===== src/sv/tcw_pkg.sv =====
// tcw_pkg: shared types, constants and codes for the text console writer
// no dependencies
`timescale 1ns / 1ps
package tcw_pkg;
   localparam int COLUMNS_DEFAULT = 80;
   localparam int ROWS_DEFAULT    = 25;
   localparam logic [7:0] CODE_BACKSPACE  = 8'd127;
   localparam logic [7:0] CODE_CR         = 8'd13;
   localparam logic [7:0] CODE_LF         = 8'd10;
   localparam logic [7:0] CODE_SPACE      = 8'd32;
   localparam logic [7:0] CODE_PERIOD     = 8'd46;
   localparam logic [7:0] RESET_ATTRIBUTE = 8'd2;
   localparam logic [1:0] KIND_WRITE = 2'd0;
   localparam logic [1:0] KIND_CLEAR = 2'd1;
   localparam logic [1:0] KIND_READ  = 2'd2;

   // classified operation handed from front to back
   typedef enum logic [2:0] {
      OP_PRINT, OP_NEWLINE, OP_BACKSPACE, OP_CLEAR, OP_READ, OP_NONE
   } op_type;

   typedef struct packed {
      op_type      op;
      logic [7:0]  ch;
      logic [10:0] index;
      logic        in_range;
   } cmd_type;

   typedef enum logic [3:0] {
      ST_IDLE, ST_PRINT, ST_BACK, ST_READ_WAIT, ST_READ_DONE, ST_NEWLINE,
      ST_SCROLL_RD, ST_SCROLL_WR, ST_BLANK, ST_CLEAR, ST_OUT
   } state_type;
endpackage


===== src/sv/tcw_front.sv =====
// tcw_front: accepts request beats, classifies them, two-entry queue to back
// depends on tcw_pkg
`timescale 1ns / 1ps
module tcw_front #(
   parameter int CELLS = 2000
) (
   input  logic             clock,
   input  logic             reset,
   input  logic             req_valid,
   output logic             req_ready,
   input  logic [1:0]       req_kind,
   input  logic [7:0]       req_char_code,
   input  logic [10:0]      req_cell_index,
   output logic             cmd_valid,
   input  logic             cmd_take,
   output tcw_pkg::cmd_type cmd
);
   tcw_pkg::cmd_type q_ff [2];
   tcw_pkg::cmd_type q_in;
   logic [1:0] count_ff, count_in;
   logic rd_ff, wr_ff;
   logic push, pop;

   // classify one beat
   always_comb begin
      q_in.ch = req_char_code;
      q_in.index = req_cell_index;
      q_in.in_range = ({21'd0, req_cell_index} < 32'(CELLS));
      case (req_kind)
         tcw_pkg::KIND_WRITE: begin
            if (req_char_code == tcw_pkg::CODE_CR || req_char_code == tcw_pkg::CODE_LF)
               q_in.op = tcw_pkg::OP_NEWLINE;
            else if (req_char_code == tcw_pkg::CODE_BACKSPACE)
               q_in.op = tcw_pkg::OP_BACKSPACE;
            else begin
               q_in.op = tcw_pkg::OP_PRINT;
               if (req_char_code < tcw_pkg::CODE_SPACE || req_char_code[7])
                  q_in.ch = tcw_pkg::CODE_PERIOD;
            end
         end
         tcw_pkg::KIND_CLEAR: q_in.op = tcw_pkg::OP_CLEAR;
         tcw_pkg::KIND_READ:  q_in.op = tcw_pkg::OP_READ;
         default:             q_in.op = tcw_pkg::OP_NONE;
      endcase
   end

   assign req_ready = (count_ff != 2'd2);
   assign push = req_valid && req_ready;
   assign cmd_valid = (count_ff != 2'd0);
   assign pop = cmd_valid && cmd_take;
   assign cmd = q_ff[rd_ff];
   assign count_in = count_ff + {1'b0, push} - {1'b0, pop};

   // queue pointers
   always_ff @(posedge clock) begin
      if (reset) begin
         count_ff <= 2'd0;
         rd_ff <= 1'b0;
         wr_ff <= 1'b0;
      end else begin
         count_ff <= count_in;
         if (push) wr_ff <= ~wr_ff;
         if (pop) rd_ff <= ~rd_ff;
      end
   end

   always_ff @(posedge clock) begin
      if (push) q_ff[wr_ff] <= q_in;
   end
endmodule


===== config.mk =====
export PLATFORM = sky130hd
export DESIGN_NAME = tcw_front
export DESIGN_NICKNAME = d
export VERILOG_FILES = /design/src/sv/tcw_pkg.sv /design/src/sv/tcw_front.sv
export SDC_FILE = /design/constraint.sdc
export NUM_CORES = 1
export LEC_CHECK = 0
export ABC_AREA = 1
export BUFFER_PORTS_ARGS = -buffer_cell sky130_fd_sc_hd__buf_2
export CAP_MARGIN = 30
export CORE_MARGIN = 5
export CORE_UTILIZATION = 48
export DETAILED_ROUTE_END_ITERATION = 12
export PLACE_DENSITY_LB_ADDON = 0.25
export SYNTH_ARGS = -nofsm -noshare
export SYNTH_HDL_FRONTEND = slang
export SYNTH_SLANG_ARGS = --single-unit

===== constraint.sdc =====
create_clock -name clock -period 1.8 [get_ports clock]
set_input_delay 0.36 -clock clock [delete_from_list [all_inputs] [get_ports clock]]
set_output_delay 0.36 -clock clock [all_outputs]
set_load 0.005 [all_outputs]

==> key figures <==
Floorplan
  • CORE AREA: around 4400 µm²
  • Die height: 77.9 µm
  • Die width: about 78 µm
  • Io pins: 50
  • Rows: 24
  • Starting density of the core: roughly half
  • DIE AREA: just over 6000 µm²

Worst setup path
  • CP cell instances: buf_6 > mux2_2 > buf_2
  • CP Capture Type: output port
  • R2r worst-path depth: 9
  • Worst reg-to-reg setup slack: approximately 0.19 ns
  • FF-to-FF End: count_ff[1]
  • CP arrival: about 1.3 ns
  • Slowest cell on the critical path: dfxtp_4
  • Critical path required time: 1.44 ns
  • CP delay by family, top: flip-flops
  • CP max stage delay: 0.40 ns
  • CP startpoint kind: flip-flop
  • Critical path type: flip-flop to output port
  • Worst path buffer plus inverter count: 2
  • Worst R2R Start: count_ff[0]
  • Critical Path Fanout Max: 10

Detailed routing
  • Final ANT Viol Nets: 0
  • Vias: 1,350
  • Routed WL per cell: approximately 15 µm
  • Post-route DRC: 0
  • Vias per std cell: around 5.1
  • First-pass iteration count of the detailed router: 4
  • Drt initial violations: between 80 and 90
  • Final WL: slightly below 4000 µm

Finish
  • Post-Route Utilization: between 50 and 60%
  • Ant. Diodes: 0
  • Area grow syn2layout: 18.7%
  • Register area: approximately 1500 µm²
  • Non-filler instance count after layout: 263
  • FILL cells: 360
  • Layout Nets: roughly 240
  • Multi-input gate area: about 650 µm²
  • Share of cells above drive strength 1: between 40% and 50%

Synth
  • Number of synthesized flops with an enable pin: 46
  • Count leader, synth: edfxtp_1
  • Netlist cell types: 26
  • Syn_area_per_cell: about 14 µm²
  • Yosys warning total: 0
  • Sequential area share after synthesis: between 60% and 70%
  • Cell Area, Synth: approximately 2200 µm²
  • Flops & latches, synth: approximately 50
  • Top-area cell type share of the netlist area: a little over three fifths
  • Cell taking the most area after synthesis: edfxtp_1
  • Async set-reset flop share out of synthesis: 0%
  • Ys flop type: edfxtp_1
  • Area contributors post-synth: edfxtp_1 63%, mux2_4 14%, dfxtp_1 4.5%, nand2_1 4.1%, inv_1 2.4%
  • Synth top cells by count: 46 x edfxtp_1, 24 x nand2_1, 20 x mux2_4
  • Syn_nets: 180
  • Mapped Cells: roughly 150

Timing
  • Minimum clock period: ~1.7 ns
  • Slew Limit Fails: 0
  • Slew @ Worst Pin: between 0.3 and 0.4 ns
  • Final hold vios: 0
  • Final period utilization: 94.0%
  • Highest Clock Rate: a little under 600 MHz
  • Final setup vio count: 0
  • Hold slack: ~0.26 ns
  • TNS Setup: 0 ns
  • Fin Clk Skew: ~0.0032 ns
  • RSZ-0062 raised after global routing: false
  • Rel. slew slack: 78.9%

Worst hold path
  • Worst hold path depth: 1
  • Hold path start: req_cell_index[0]
  • Hold endpoint: q_ff[1][1]
  • Worst min-delay path category: primary input to flip-flop

Clock tree
  • CTS buffer count: 5
  • Reg clk slew, reported paths: around 0.080 ns
  • H-tree Lvls: 2
  • Cts hold-fix bufs: 0
  • Setup Buffers After CTS: 0
  • Max Root-Sink Buffers: 2
  • Worst skew pair latency: approximately 0.28 ns
  • Root buf cell: clkbuf_8
  • CTS sink count: 51
  • CTS tree: built

Global routing
  • Initial antenna violation count: 0
  • Largest net degree at the start of global routing: 25
  • Vias in the first global route: 1,411
  • GRT Total Usage: a little over an eighth
  • First-pass GRT wire length: about 6500 µm
  • Grt ovf: 0

Pwr
  • Final Power: 3.10 mW
  • Peak supply drop: between 0.5 and 0.6 mV
  • Power density over the cells: approximately 1200 nW/µm²
  • P_leak: 1.10 nW

Run status
  • Status: completed

Placement
  • DP HPWL: 2990 µm
  • Placed Instances: between 200 and 300
  • Placer Congestion: 0.944
  • Port Buffers: just under 50

Flow run
  • MaxCap Viol Count: 0
==> area by class of cell <==
class	count	area share [%]
sequential	51	56.6
multi-input combinational	83	24.7
timing repair buffer	53	10.8
clock buffer	5	2.62
tap	52	2.48
inverter	16	2.29
clock inverter	3	0.572
==> metrics by stage <==
| step | worst slack (ns) | instance area [µm²] |
|---|---|---|
| floorplan | 0.191 | 2210 |
| global placement | 0.274 | 2530 |
| detailed placement | 0.210 | 2530 |
| CTS | 0.0556 | 2620 |
| global route | 0.0385 | 2620 |
| finish | 0.109 | 2620 |
==> power by group <==
group | total [mW] | internal (mW) | leakage [nW] | switching [mW]
Clock | 0.597 | 0.266 | 0.0477 | 0.331
Sequential | 1.59 | 1.51 | 0.468 | 0.0735
Combinational | 0.918 | 0.489 | 0.580 | 0.429
==> worst max path at each step <==
stage	from	endpoint	slack (ns)	depth (start not counted)
after global routing	count_ff[0]	count_ff[1]	0.04	9
final	flip-flop	cmd[0]	0.11	3
after detailed placement	count_ff[0]	count_ff[1]	0.21	9
after floorplan	count_ff[0]	q_ff[1][0]	0.19	4
after global placement	cmd_take	count_ff[1]	0.27	8
after CTS	flip-flop	cmd[1]	0.06	3
==> state kept, by name, indices dropped and copies added, names as in the netlist, named ones only <==
signal and count:
q_ff 46, count_ff 2, rd_ff 1, wr_ff 1
==> timing repair <==
item / in CTS / in global routing
gates cloned: 0 / 0
gates resized for setup: 3 / 1
endpoints found under the setup margin: 20 / 1
==> cell usage in the layout (no fill, tap or decap), types with 4 or more instances in the layout <==
master     n
nand2_1   24
clkbuf_8   5
mux2_4    20
nor2_1    10
inv_1     14
nor2_2     4
buf_2     49
dfxtp_1    4
edfxtp_1  46
==> kinds of logic (layout without fill, tap and decap cells) <==
group | after synthesis | count (layout) | share of synthesized area [%]
flops | 51 | 51 | 67.0
compound gates | 8 | 8 | 2.21
fa+ha+maj | 2 | 2 | 1.13
buf+inv | 19 | 77 | 3.91
mux | 23 | 23 | 15.1
simple gates | 49 | 49 | 10.2
xor+xnor | 1 | 1 | 0.396
==> layer usage <==
metal	part of all wire [%]	global-route usage, %	wire (µm)
met5	0	0	0
met3	6.3	3.94	249
met1	41	14.6	1600
met4	0.74	5.15	29
met2	52	23.5	2050
Note: power is estimated with default switching activity, not from simulation.
